[src/design/srl_pkg.sv]
// Shared types, constants and the hex-digit decoder for the S-record loader.
`default_nettype none

package srl_pkg;

    // Result kinds carried on the kind output.
    typedef enum logic [2:0] {
        KIND_WRITE   = 3'd0,
        KIND_END     = 3'd1,
        KIND_NOSTART = 3'd2,
        KIND_BADTYPE = 3'd3,
        KIND_BADHEX  = 3'd4
    } kind_t;

    localparam logic [7:0] CHAR_S       = 8'h53;
    localparam logic [7:0] CHAR_ONE     = 8'h31;
    localparam logic [7:0] CHAR_NINE    = 8'h39;
    localparam logic [7:0] CHAR_NEWLINE = 8'h0a;
    localparam logic [7:0] HEADER_BYTES = 8'd3;

    typedef struct packed {
        logic       ok;
        logic [3:0] value;
    } hex_t;

    // Decodes one ASCII hex digit; ok is low for any other character.
    function automatic hex_t hex_decode(input logic [7:0] c);
        hex_t h;
        h.ok    = 1'b1;
        h.value = 4'd0;
        if (c >= 8'h30 && c <= 8'h39)
        begin
            h.value = 4'(c - 8'h30);
        end
        else if (c >= 8'h41 && c <= 8'h46)
        begin
            h.value = 4'(c - 8'h37);
        end
        else if (c >= 8'h61 && c <= 8'h66)
        begin
            h.value = 4'(c - 8'h57);
        end
        else
        begin
            h.ok = 1'b0;
        end
        return h;
    endfunction

endpackage

`default_nettype wire

[src/design/srecord_loader_core.sv]
// S-record loader core: parses S1/S9 text one character per transfer into byte writes.
//
// Channel  | Direction | Handshake              | Payload
// ---------+-----------+------------------------+-------------------------------------
// input    | in        | in_valid / in_stall    | text_char[7:0]
// output   | out       | out_valid / out_stall  | kind[2:0], write_address, write_data
// config   | in        | cfg_valid / cfg_ready  | address_offset[15:0]
//
// One character is taken per cycle unless the input stalls: it is held in an input register,
// decoded by the parser logic and any resulting write or status lands in the output register.
// Output valid rises once the result is registered in the output stage; sustained rate is one
// character per cycle while the output side does not stall.
// A stalled output only holds the input stage when the pending character yields a result.
// Reset clears the parser state, the offset and both stages; the config port is always ready.
`default_nettype none

module srecord_loader_core (
    input  wire logic        clk,
    input  wire logic        rst_n,
    input  wire logic        in_valid,
    output logic             in_stall,
    input  wire logic [7:0]  text_char,
    output logic             out_valid,
    input  wire logic        out_stall,
    output logic [2:0]       kind,
    output logic [15:0]      write_address,
    output logic [7:0]       write_data,
    input  wire logic        cfg_valid,
    output logic             cfg_ready,
    input  wire logic [15:0] address_offset
);

    typedef enum logic [2:0] {
        PH_START = 3'd0,
        PH_TYPE  = 3'd1,
        PH_LEN   = 3'd2,
        PH_ADDR  = 3'd3,
        PH_DATA  = 3'd4,
        PH_SKIP  = 3'd5
    } phase_t;

    phase_t         phase_reg, phase_next;
    logic [7:0]     length_count_reg, length_count_next;
    logic [15:0]    load_address_reg, load_address_next;
    logic [3:0]     high_nibble_reg, high_nibble_next;
    logic [1:0]     digit_position_reg, digit_position_next;
    logic           halted_reg, halted_next;
    logic [15:0]    offset_reg;

    logic           char_valid_reg;
    logic [7:0]     char_reg;

    logic           out_valid_reg;
    srl_pkg::kind_t kind_reg;
    logic [15:0]    write_address_reg;
    logic [7:0]     write_data_reg;

    logic           emit;
    srl_pkg::kind_t emit_kind;
    logic [15:0]    emit_address;
    logic [7:0]     emit_data;
    logic           advance;
    srl_pkg::hex_t  hex;
    logic [15:0]    full_address;
    logic [7:0]     length_left;

    assign hex          = srl_pkg::hex_decode(char_reg);
    assign full_address = {load_address_reg[11:0], hex.value} - offset_reg;
    assign length_left  = length_count_reg - 8'd1;

    always_comb
    begin
        phase_next          = phase_reg;
        length_count_next   = length_count_reg;
        load_address_next   = load_address_reg;
        high_nibble_next    = high_nibble_reg;
        digit_position_next = digit_position_reg;
        halted_next         = halted_reg;
        emit                = 1'b0;
        emit_kind           = srl_pkg::KIND_WRITE;
        emit_address        = 16'd0;
        emit_data           = 8'd0;

        if (!halted_reg)
        begin
            unique case (phase_reg)
                PH_START:
                begin
                    if (char_reg != srl_pkg::CHAR_S)
                    begin
                        emit      = 1'b1;
                        emit_kind = srl_pkg::KIND_NOSTART;
                    end
                    else
                    begin
                        phase_next = PH_TYPE;
                    end
                end
                PH_TYPE:
                begin
                    if (char_reg == srl_pkg::CHAR_NINE)
                    begin
                        emit      = 1'b1;
                        emit_kind = srl_pkg::KIND_END;
                    end
                    else if (char_reg != srl_pkg::CHAR_ONE)
                    begin
                        emit      = 1'b1;
                        emit_kind = srl_pkg::KIND_BADTYPE;
                    end
                    else
                    begin
                        phase_next          = PH_LEN;
                        digit_position_next = 2'd0;
                        length_count_next   = 8'd0;
                    end
                end
                PH_SKIP:
                begin
                    if (char_reg == srl_pkg::CHAR_NEWLINE)
                    begin
                        phase_next = PH_START;
                    end
                end
                PH_LEN, PH_ADDR, PH_DATA:
                begin
                    if (!hex.ok)
                    begin
                        emit      = 1'b1;
                        emit_kind = srl_pkg::KIND_BADHEX;
                    end
                    else if (phase_reg == PH_LEN)
                    begin
                        length_count_next = {length_count_reg[3:0], hex.value};
                        if (digit_position_reg == 2'd0)
                        begin
                            digit_position_next = 2'd1;
                        end
                        else
                        begin
                            digit_position_next = 2'd0;
                            load_address_next   = 16'd0;
                            phase_next          = PH_ADDR;
                        end
                    end
                    else if (phase_reg == PH_ADDR)
                    begin
                        if (digit_position_reg != 2'd3)
                        begin
                            load_address_next   = {load_address_reg[11:0], hex.value};
                            digit_position_next = digit_position_reg + 2'd1;
                        end
                        else
                        begin
                            // Last address digit: rebase the address, then data or skip.
                            load_address_next   = full_address;
                            digit_position_next = 2'd0;
                            if (length_count_reg <= srl_pkg::HEADER_BYTES)
                            begin
                                length_count_next = 8'd0;
                                phase_next        = PH_SKIP;
                            end
                            else
                            begin
                                length_count_next = length_count_reg - srl_pkg::HEADER_BYTES;
                                phase_next        = PH_DATA;
                            end
                        end
                    end
                    else
                    begin
                        if (digit_position_reg == 2'd0)
                        begin
                            high_nibble_next    = hex.value;
                            digit_position_next = 2'd1;
                        end
                        else
                        begin
                            emit                = 1'b1;
                            emit_kind           = srl_pkg::KIND_WRITE;
                            emit_address        = load_address_reg;
                            emit_data           = {high_nibble_reg, hex.value};
                            digit_position_next = 2'd0;
                            load_address_next   = load_address_reg + 16'd1;
                            length_count_next   = length_left;
                            if (length_left == 8'd0)
                            begin
                                phase_next = PH_SKIP;
                            end
                        end
                    end
                end
                default:
                begin
                    phase_next = PH_START;
                end
            endcase

            if (emit && emit_kind != srl_pkg::KIND_WRITE)
            begin
                halted_next = 1'b1;
            end
        end
    end

    // A character moves on unless it has a result and the output slot is still full.
    assign advance   = char_valid_reg && (!emit || !out_valid_reg || !out_stall);
    assign in_stall  = char_valid_reg && !advance;
    assign cfg_ready = 1'b1;

    assign out_valid     = out_valid_reg;
    assign kind          = kind_reg;
    assign write_address = write_address_reg;
    assign write_data    = write_data_reg;

    always_ff @(posedge clk or negedge rst_n)
    begin
        if (!rst_n)
        begin
            phase_reg          <= PH_START;
            length_count_reg   <= 8'd0;
            load_address_reg   <= 16'd0;
            high_nibble_reg    <= 4'd0;
            digit_position_reg <= 2'd0;
            halted_reg         <= 1'b0;
            offset_reg         <= 16'd0;
            char_valid_reg     <= 1'b0;
            char_reg           <= 8'd0;
            out_valid_reg      <= 1'b0;
            kind_reg           <= srl_pkg::KIND_WRITE;
            write_address_reg  <= 16'd0;
            write_data_reg     <= 8'd0;
        end
        else
        begin
            if (cfg_valid && cfg_ready)
            begin
                offset_reg <= address_offset;
            end

            if (!char_valid_reg || advance)
            begin
                char_valid_reg <= in_valid;
                if (in_valid)
                begin
                    char_reg <= text_char;
                end
            end

            if (advance)
            begin
                phase_reg          <= phase_next;
                length_count_reg   <= length_count_next;
                load_address_reg   <= load_address_next;
                high_nibble_reg    <= high_nibble_next;
                digit_position_reg <= digit_position_next;
                halted_reg         <= halted_next;
            end

            if (advance && emit)
            begin
                out_valid_reg     <= 1'b1;
                kind_reg          <= emit_kind;
                write_address_reg <= emit_address;
                write_data_reg    <= emit_data;
            end
            else if (!out_stall)
            begin
                out_valid_reg <= 1'b0;
            end
        end
    end

`ifndef ASSERT_OFF
    // Any status result other than a byte write must leave the parser halted.
    assert property (@(posedge clk) disable iff (!rst_n)
        out_valid_reg && kind_reg != srl_pkg::KIND_WRITE |-> halted_reg)
        else $error("status result without halt");

    // Once halted, only reset resumes parsing.
    assert property (@(posedge clk) disable iff (!rst_n)
        halted_reg |=> halted_reg)
        else $error("halt released without reset");

    // A halted parser never produces a new result.
    assert property (@(posedge clk) disable iff (!rst_n)
        halted_reg |-> !emit)
        else $error("result produced while halted");

    // The input is only held back by a pending character with a result and a full output.
    assert property (@(posedge clk) disable iff (!rst_n)
        in_stall |-> char_valid_reg && emit && out_valid_reg)
        else $error("input stalled without cause");
`endif

endmodule

`default_nettype wire

[config.mk]
export PLATFORM = sky130hd
export DESIGN_NAME = srecord_loader_core
export DESIGN_NICKNAME = d
export VERILOG_FILES = /design/src/design/srl_pkg.sv /design/src/design/srecord_loader_core.sv
export SDC_FILE = /design/constraint.sdc
export NUM_CORES = 1
export LEC_CHECK = 0
export ABC_AREA = 1
export ABC_CLOCK_PERIOD_IN_PS = 2500
export BUFFER_PORTS_ARGS = -buffer_cell sky130_fd_sc_hd__buf_2
export CORE_ASPECT_RATIO = 0.6
export CORE_MARGIN = 3
export CORE_UTILIZATION = 30
export DETAILED_ROUTE_END_ITERATION = 8
export PLACE_DENSITY = 0.54
export SLEW_MARGIN = 0
export SYNTH_ARGS = -nofsm -noshare
export SYNTH_HDL_FRONTEND = slang
export SYNTH_SLANG_ARGS = --single-unit
[constraint.sdc]
create_clock -name clk -period 2.5 [get_ports clk]
set_input_delay 0.375 -clock clk [delete_from_list [all_inputs] [get_ports clk]]
set_output_delay 0.375 -clock clk [all_outputs]
set_load 0.1 [all_outputs]
==> results of run 1 <==
[synthesized netlist by cell type (4+ instances only)]
cell / number / area share
nand2_4: 4 / 0.0078
xor2_1: 15 / 0.023
o21ai_0: 67 / 0.058
inv_1: 85 / 0.055
inv_2: 4 / 0.0026
dfrtp_1: 87 / 0.38
nand3b_1: 4 / 0.0052
nand3_1: 51 / 0.044
a21oi_1: 42 / 0.037
nor2_1: 55 / 0.036
buf_4: 4 / 0.0052
buf_2: 5 / 0.0044
o21ai_1: 31 / 0.027
o211ai_1: 4 / 0.0052
nor3_1: 5 / 0.0044
ha_1: 26 / 0.057
nand4_1: 5 / 0.0054
clkbuf_1: 10 / 0.0065
nand2_1: 245 / 0.16
[worst register-to-register path: stages, from the launching register on]
cell and delay [ns]:
dfrtp_1 0.39, inv_2 0.11, ha_4 0.15, inv_2 0.03, nor2_1 0.09, nand2_1 0.09, nand2_2 0.08, nand2_4 0.10
nand2_2 0.08, o21ai_2 0.06, ha_2 0.17, fa_2 0.35, inv_2 0.07, nand3_2 0.06, nand2_2 0.08, nand4_1 0.10
nand3_2 0.09, nor2_1 0.05, o21bai_1 0.24, nand2_1 0.08, inv_1 0.05, nand2_1 0.04, o21ai_1 0.07
[layout make-up]
class                      count  area, µm²
timing repair buffer         135        937
multi-input combinational    601       3330
inverter                      89        337
fill                        1967      11000
clock buffer                   9        225
tap                          240        300
sequential                    87       2180
clock inverter                 6        118
[logic make-up after synthesis]
kind of cell | count (synthesis) | share of synthesized area
AO/OA/AOI/OAI | 166 | 0.156
buffers and inverters | 111 | 0.0801
flip-flops | 87 | 0.379
XOR/XNOR | 17 | 0.0259
AND/OR/NAND/NOR | 388 | 0.295
multiplexers | 2 | 0.00392
other | 1 | 0.000652
adder cells (fa/ha/maj) | 27 | 0.0601
[metal layers]
layer / GRT usage / wire [µm] / up-vias
met5: 0 / 0 / -
met4: 0.0210 / 69 / 0
met3: 0.0475 / 1660 / 9
met2: 0.189 / 5540 / 226
met1: 0.319 / 10500 / 2528
li1: - / - / 2865
[final timing paths]
kind                                   start  slack [ns]                   end  depth (start not counted)
setup / recovery                 char_reg[1]       -0.23  load_address_reg[12]                         22
min in group clk           address_offset[9]        0.23         offset_reg[9]                          3
hold / removal                         rst_n        0.02            halted_reg                          1
hold reg to reg            write_address[12]        0.48     write_address[12]                          2
max in group asynchronous              rst_n        1.74         offset_reg[4]                          2
setup reg to reg                 char_reg[1]       -0.23  load_address_reg[12]                         22
[through the flow]
stage / setup slack, ns / hold slack (ns) / instance area [µm²] / cells
floorplan: -0.0315 / 0.0794 / 5860 / 799
global placement: -0.184 / 0.411 / 6860 / 1140
detailed placement: -0.253 / 0.415 / 6860 / 1140
CTS: -0.168 / 0.0335 / 7290 / 1161
global route: -0.394 / 0.0540 / 7420 / 1167
finish: -0.230 / 0.0151 / 7420 / 1167
[report_power, final]
| group | switching [mW] | leakage [nW] | internal (mW) |
|---|---|---|---|
| Combinational | 0.338 | 2.47 | 0.252 |
| Clock | 0.622 | 0.164 | 0.983 |
| Sequential | 0.0247 | 1.07 | 1.44 |
[what timing repair did]
action                     4_1_cts  5_1_grt
pin swaps                       21       16
buffers inserted                 6        6
gates resized for setup         18       25
setup endpoints to repair       14       20
==> run metrics, run 1 <==
CP required 2.78 ns; max-cap violations 0; drt via density 4.82; Final Total Pwr 3.66 mW; worst-skew pair later-pin latency 0.35 ns; worst rel slew slack 0.620; vias in the first global route 5172; async set-reset flop share out of synthesis 1.00; DR vias 5628; FP Rows 38; Final min period 2.73 ns; CP max-delay cell dfrtp_1; GRT Total Usage 0.175; Post-Route Utilization 0.402; min setup slack post-route -0.230 ns; Final setup viols 14; Mapped Area 5750 µm²; antenna violations before repair 0; period utilization 1.09; die height 113 µm; Layout area overhead 29.1%; grt total ovfl 0; YS warnings 0; Synth Flop Type dfrtp_1; Port Buffers 57; clk root buf clkbuf_16; initial core utilization 0.312; synthesized instance count 799; Pre-antenna DRT Iters 5; post-DP HPWL 13800 µm; slew of the pin with the lowest slew margin 0.570 ns; commonest non-fill, non-tap cells in the layout 228 x nand2_1, 86 x dfrtp_1, 76 x inv_1; syn_area_per_cell 7.20 µm²; first-pass GRT wire length 28700 µm; DRT Wirelength 17800 µm; Die W 185 µm; worst-path maximum fanout 8; IO Pins 59; CTS tree yes; GP Congestion 0.926; Worst Setup End Kind flop; Die Footprint 20900 µm²; # DRC 0; PD cells 493 nW/µm²; Worst Clk Skew 0.0102 ns; WP data arrival 3.01 ns; Net Count, Synth 855; clock sink count 87; Final #Nets 979; CTS Buf Count 9; critical path class reg2reg; Hold Crit Class in2async; failing checks setup timing; Pleak 3.71 nW; Final Hold Viols 0; critical-path cell list inv_2 -> ha_4 -> inv_2 -> nor2_1 -> nand2_1 -> nand2_2 -> nand2_4 -> nand2_2 -> o21ai_2 -> ha_2 -> fa_2 -> inv_2 -> nand3_2 -> nand2_2 -> nand4_1 -> nand3_2 -> nor2_1 -> o21bai_1 -> nand2_1 -> inv_1 -> nand2_1 -> o21ai_1; number of synthesized flops with an enable pin 0; fmax 366 MHz; antenna viol nets, final 0; largest stage delay on the critical path 0.39 ns; #FFs+latches synth 87; outcome finished, violations left; Fin Setup TNS -2.18 ns; CTS H-tree depth 3; Max Slew Vio Count 0; synth unique cells 48; drt initial violations 628; wire per inst 15.2 µm; register area share after synthesis 0.379; critical path buffer and inverter count 4; hold_buf cts 0; Setup crit start kind flop; Crit path max-delay family simple AND/OR/NAND/NOR gates; largest net degree at the start of global routing 47; clock slew at reported path FFs 0.07 ns; CTS Buffer Depth 2; RSZ-0062 raised after global routing true; ANT cells 0; peak supply drop 289 µV; layout cells sized above 1 0.245; Core Box Area 18400 µm²; commonest non-fill, non-tap cell in the layout nand2_1
Note: power is estimated with default switching activity, not from simulation.
==> inputs of run 2 (changes only) <==
--- a/config.mk
+++ b/config.mk
@@ -9,7 +9,6 @@
 export ABC_CLOCK_PERIOD_IN_PS = 2500
 export BUFFER_PORTS_ARGS = -buffer_cell sky130_fd_sc_hd__buf_2
 export CORE_ASPECT_RATIO = 0.6
-export CORE_MARGIN = 3
 export CORE_UTILIZATION = 30
 export DETAILED_ROUTE_END_ITERATION = 8
 export PLACE_DENSITY = 0.54
==> run metrics, run 2 (synthesized netlist as in run 1, its figures left out) <==
GP Congestion 0.862 (-7.0%); RSZ-0062 raised after global routing true; CTS tree yes; largest net degree at the start of global routing 52 (+11%); CP max-delay cell dfrtp_1; clock sink count 87 (unchanged); Final setup viols 17 (+3); antenna viol nets, final 0 (unchanged); wl on met1 10400 µm (-0.88%); Stages on worst setup path 22 (unchanged); vias in the first global route 5166 (-0.12%); worst r2r dst load_address_reg[12]; failing checks setup timing; Crit path max-delay family simple AND/OR/NAND/NOR gates; commonest non-fill, non-tap cell in the layout nand2_1; Max Slew Vio Count 0 (unchanged); ANT cells 0 (unchanged); Post-Layout Cell Count 1180 (+1.1%); Worst Setup SP char_reg[1]; DR vias 5667 (+0.69%); critical-path cell list inv_2 -> ha_4 -> inv_4 -> nor2_4 -> nand2_2 -> nand2_4 -> nand2_8 -> nand2_4 -> o21ai_4 -> ha_4 -> fa_2 -> inv_2 -> nand3_2 -> nand2_2 -> nand4_1 -> nand3_1 -> nor2_1 -> o21bai_2 -> nand2_1 -> inv_1 -> nand2_1 -> o21ai_1; Hold Crit Class in2reg; Pleak 3.80 nW (+2.3%); WHS Endpoint offset_reg[3]; Worst Clk Skew 0.00663 ns (-0.00359 ns); initial core utilization 0.312 (+0.000805); drt via density 4.80 (-0.42%); critical path buffer and inverter count 4 (unchanged); WHS Path Cells 3; layout cells sized above 1 0.274 (+0.0296); worst-skew pair later-pin latency 0.35 ns (about the same); WP data arrival 3.03 ns (+0.02 ns); Die W 181 µm (-2.2%); CTS H-tree depth 3 (unchanged); max-cap violations 0 (unchanged); grt total ovfl 0 (unchanged); CTS Buf Count 9 (unchanged); dpl cells 1130 (-0.88%); fmax 364 MHz (-0.68%); worst rel slew slack 0.614 (-0.00635); period utilization 1.10 (+0.00751); CP required 2.78 ns (about the same); CTS Buffer Depth 2 (unchanged); Core Box Area 18400 µm² (-0.26%); top sig layer met4; worst-path maximum fanout 8 (unchanged); drt initial violations 479 (-24%); Setup crit start kind flop; met3 WL 1710 µm (+2.9%); outcome finished, violations left; DRT Wirelength 18100 µm (+2.0%); die height 109 µm (-3.5%); PD cells 451 nW/µm² (-8.5%); Filler Cells Inserted 1911 (-2.8%); Pre-antenna DRT Iters 6 (+1); min setup slack post-route -0.249 ns (-0.0188 ns); largest stage delay on the critical path 0.39 ns (about the same); first-pass GRT wire length 28500 µm (-0.51%); GRT Total Usage 0.189 (+0.0142); RR Startpoint char_reg[1]; Final min period 2.75 ns (+0.0188 ns); R2R Setup Slk -0.25 ns (-0.02 ns); critical path class reg2reg; Final #Nets 991 (+1.2%); antenna violations before repair 0 (unchanged); R2R depth 22 (unchanged); peak supply drop 296 µV (+2.4%); post-DP HPWL 13500 µm (-2.4%); Placed Area 6790 µm² (-1.1%); commonest non-fill, non-tap cells in the layout 221 x nand2_1, 84 x dfrtp_1, 77 x inv_1; Met2 Wirelength 5860 µm (+5.9%); clock slew at reported path FFs 0.07 ns (about the same); IO Pins 59 (unchanged); FP Rows 38 (unchanged); Die Footprint 19700 µm² (-5.6%); wire per inst 15.3 µm (+0.84%); slew of the pin with the lowest slew margin 0.575 ns (+0.00510 ns); Final Hold Viols 0 (unchanged); startpoint of the worst hold path address_offset[3]; design area 7700 µm² (+3.7%); # DRC 0 (unchanged); clk root buf clkbuf_16; Layout area overhead 33.9%; Worst Setup End Kind flop; Port Buffers 57 (unchanged)
==> run 2: changes by cell type in the layout (fill, tap and decap cells not counted), sizes merged, moves of 2 or more <==
cell	before	now
clkbuf	9	11
bufinv	3	0
buf	135	144
clkinvlp	1	3
==> run 2: repair_timing <==
| item | 4_1_cts | 5_1_grt |
|---|---|---|
| gates resized for setup | 19 | 75 |
| gates cloned | 0 | 2 |
| setup buffers | 27 | 18 |
| pin swaps | 16 | 37 |
| endpoints found under the setup margin | 14 | 46 |
| hold endpoints to repair | 1 | 0 |
| hold buffers | 1 | 0 |
==> run 2: area by class of cell <==
cell class / instances / area (µm²) / area share
clock buffers: 10 / 239 / 0.0311
flip-flops and latches: 87 / 2180 / 0.283
inverters: 89 / 339 / 0.0441
multi-input cells: 602 / 3500 / 0.455
clock inverters: 6 / 51.3 / 0.00667
well taps: 240 / 300 / 0.0390
repair buffers: 146 / 1090 / 0.141
==> run 2: worst max path at each step <==
| stage | to | slack, ns |
|---|---|---|
| after floorplan | load_address_reg[15] | -0.03 |
| after global placement | load_address_reg[12] | -0.19 |
| after detailed placement | load_address_reg[12] | -0.24 |
| after CTS | load_address_reg[12] | -0.20 |
| after global routing | load_address_reg[15] | -0.42 |
| final | load_address_reg[12] | -0.25 |
==> run 2: metrics by stage <==
stage	setup WS (ns)	power, mW	util	hold WS [ns]	TNS (ns)
2_1_floorplan	-0.0315	1.80	-	0.0794	-0.0968
3_3_place_gp	-0.194	2.01	0.369	0.376	-1.35
5_1_grt	-0.422	3.65	0.418	0.228	-6.03
4_1_cts	-0.200	3.45	0.399	0.218	-1.81
3_5_place_dp	-0.238	2.02	0.369	0.378	-2.21
6_report	-0.249	3.47	0.418	0.232	-3.03
==> run 2: tightest hold or removal path, cell delays in order <==
cell and delay (ns):
buf_2 0.07, nand2_1 0.04, o21ai_0 0.06
==> run 2: report_power, final <==
part | internal (mW) | switching, mW
registers | 1.44 | 0.0268
logic | 0.290 | 0.364
clock network | 0.716 | 0.633
==> run 2: per-layer routing <==
metal | up-vias | GRT usage
li1 | 2890 | -
met1 | 2560 | 0.326
met2 | 208 | 0.215
met3 | 9 | 0.0491
met4 | 0 | 0.0317
met5 | - | 0
==> inputs of run 3 (changes only) <==
--- a/config.mk
+++ b/config.mk
@@ -6,12 +6,12 @@
 export NUM_CORES = 1
 export LEC_CHECK = 0
 export ABC_AREA = 1
-export ABC_CLOCK_PERIOD_IN_PS = 2500
+export ABC_CLOCK_PERIOD_IN_PS = 2600
 export BUFFER_PORTS_ARGS = -buffer_cell sky130_fd_sc_hd__buf_2
 export CORE_ASPECT_RATIO = 0.6
 export CORE_UTILIZATION = 30
 export DETAILED_ROUTE_END_ITERATION = 8
-export PLACE_DENSITY = 0.54
+export PLACE_DENSITY = 0.52
 export SLEW_MARGIN = 0
 export SYNTH_ARGS = -nofsm -noshare
 export SYNTH_HDL_FRONTEND = slang
==> constraint.sdc (replaced) <==
create_clock -name clk -period 2.6 [get_ports clk]
set_input_delay 0.39 -clock clk [delete_from_list [all_inputs] [get_ports clk]]
set_output_delay 0.39 -clock clk [all_outputs]
set_load 0.1 [all_outputs]
==> run metrics, run 3 (synthesized netlist as in run 1, its figures left out) <==
outcome finished, violations left; failing checks setup timing; grt total ovfl 0 (unchanged); DR vias 5703 (+0.64%); Port Buffers 57 (unchanged); worst-path maximum fanout 8 (unchanged); WP data arrival 2.97 ns (-0.06 ns); Max Slew Vio Count 0 (unchanged); Final setup viols 10 (-7); fmax 368 MHz (+1.1%); first-pass GRT wire length 28800 µm (+1.1%); Post-Route Utilization 0.413 (-0.00544); vias in the first global route 5025 (-2.7%); clock slew at reported path FFs 0.07 ns (about the same); Final Hold Viols 0 (unchanged); PD cells 442 nW/µm² (-2.0%); max-cap violations 0 (unchanged); Hold Crit Class in2reg; antenna violations before repair 0 (unchanged); min setup slack post-route -0.118 ns (+0.131 ns); CTS H-tree depth 3 (unchanged); Worst path most repeated cell nand2_1; Die W 181 µm (unchanged); commonest non-fill, non-tap cell in the layout nand2_1; NetSw 0.962 mW (-6.1%); largest stage delay on the critical path 0.40 ns (about the same); CTS tree yes; Worst Setup End Kind flop; initial core utilization 0.312 (unchanged); Layout area overhead 32.1%; clock sink count 87 (unchanged); RSZ-0062 raised after global routing true; peak supply drop 307 µV (+3.6%); antenna viol nets, final 0 (unchanged); critical path buffer and inverter count 3 (-1); IO Pins 59 (unchanged); worst-skew pair later-pin latency 0.36 ns (about the same); Worst Clk Skew 0.00970 ns (+0.00307 ns); largest net degree at the start of global routing 36 (-31%); CTS Buffer Depth 2 (unchanged); Pleak 3.76 nW (-1.0%); clk root buf clkbuf_16; critical path class reg2reg; Final #Nets 985 (-0.61%); Net Sw Frac 0.287 (-0.00839); combinational power share 0.190 (+0.002); worst slack, placed -0.285 ns (-0.0470 ns); die height 109 µm (unchanged); Die Footprint 19700 µm² (unchanged); CP max-delay cell dfrtp_2; DRT Wirelength 18000 µm (-0.33%); sequential share of power 0.420 (-0.003); GP Congestion 0.911 (+5.7%); layout cells sized above 1 0.270 (-0.00437); GRT Total Usage 0.192 (+0.00293); commonest non-fill, non-tap cells in the layout 225 x nand2_1, 86 x dfrtp_1, 77 x inv_1; Final min period 2.72 ns (-0.0309 ns); wire per inst 15.4 µm (+0.26%); clock share of power 0.389 (about the same); drt initial violations 525 (+9.6%); CP required 2.85 ns (+0.07 ns); post-DP HPWL 13700 µm (+1.9%); Setup crit start kind flop; Int Pwr 2.40 mW (-2.2%); period utilization 1.05 (-0.0542); drt via density 4.86 (+1.2%); Pre-antenna DRT Iters 5 (-1); Core Box Area 18400 µm² (unchanged); CTS Buf Count 9 (unchanged); ANT cells 0 (unchanged); # DRC 0 (unchanged); FP Rows 38 (unchanged); Crit path max-delay family simple AND/OR/NAND/NOR gates
run 3: worst register-to-register path: cells and delay by family, from the launching register on:
| family | cells | cell delay (ns) |
|---|---|---|
| and+or+nand+nor | 18 | 1.24 |
| buffers and inverters | 3 | 0.26 |
| AOI/OAI and AO/OA | 2 | 0.30 |
| DFF | 1 | 0.40 |
| adders and majority gates | 2 | 0.44 |
run 3: per-stage QoR:
| step | std cells | setup TNS (ns) | total power [mW] | instance area [µm²] | hold WS, ns |
|---|---|---|---|---|---|
| final | 1173 | -0.746 | 3.36 | 7600 | 0.244 |
| after global routing | 1173 | -2.70 | 3.53 | 7600 | 0.237 |
| after CTS | 1172 | -0.988 | 3.34 | 7400 | 0.223 |
| after detailed placement | 1132 | -2.19 | 1.91 | 6720 | 0.361 |
| after global placement | 1132 | -1.56 | 1.91 | 6720 | 0.363 |
| after floorplan | 799 | -0.0220 | 1.70 | 5770 | 0.0944 |
run 3: per-layer routing:
metal  global-route usage  routed length (µm)
met5                    0                   0
met4               0.0379                 117
met3               0.0494                1430
met2                0.215                5860
met1                0.332               10600
run 3: layout make-up:
class	instances	area, µm²
inverter	89	337
multi-input combinational	601	3490
timing repair buffer	141	1000
sequential	87	2180
tap	240	300
fill	1929	10800
clock buffer	12	267
clock inverter	3	25.0
run 3: power groups by stage:
| stage | Sequential [mW] | Clock (mW) | Combinational, mW |
|---|---|---|---|
| after floorplan | 1.43 | 0 | 0.266 |
| after global placement | 1.43 | 0 | 0.480 |
| after detailed placement | 1.43 | 0 | 0.479 |
| after CTS | 1.41 | 1.35 | 0.574 |
| after global routing | 1.41 | 1.41 | 0.702 |
| final | 1.41 | 1.31 | 0.639 |
run 3: worst paths after layout:
| kind | startpoint | endpoint | slack (ns) | cells after the start |
|---|---|---|---|---|
| max | char_reg[0] | load_address_reg[15] | -0.12 | 25 |
| min | address_offset[5] | offset_reg[5] | 0.24 | 3 |
| max reg2reg | char_reg[0] | load_address_reg[15] | -0.12 | 25 |
| min reg2reg | kind[1] | kind[1] | 0.47 | 2 |
| max in group asynchronous | rst_n | char_reg[0] | 1.37 | 3 |
| min in group asynchronous | rst_n | high_nibble_reg[2] | 0.52 | 2 |
run 3: timing repair:
action / 4_1_cts / 5_1_grt
endpoints found under the setup margin: 14 / 22
pin swaps: 29 / 45
buffers inserted: 25 / 10
resized for setup: 57 / 49
hold buffers: 1 / 0
endpoints found under the hold margin: 28 / 0
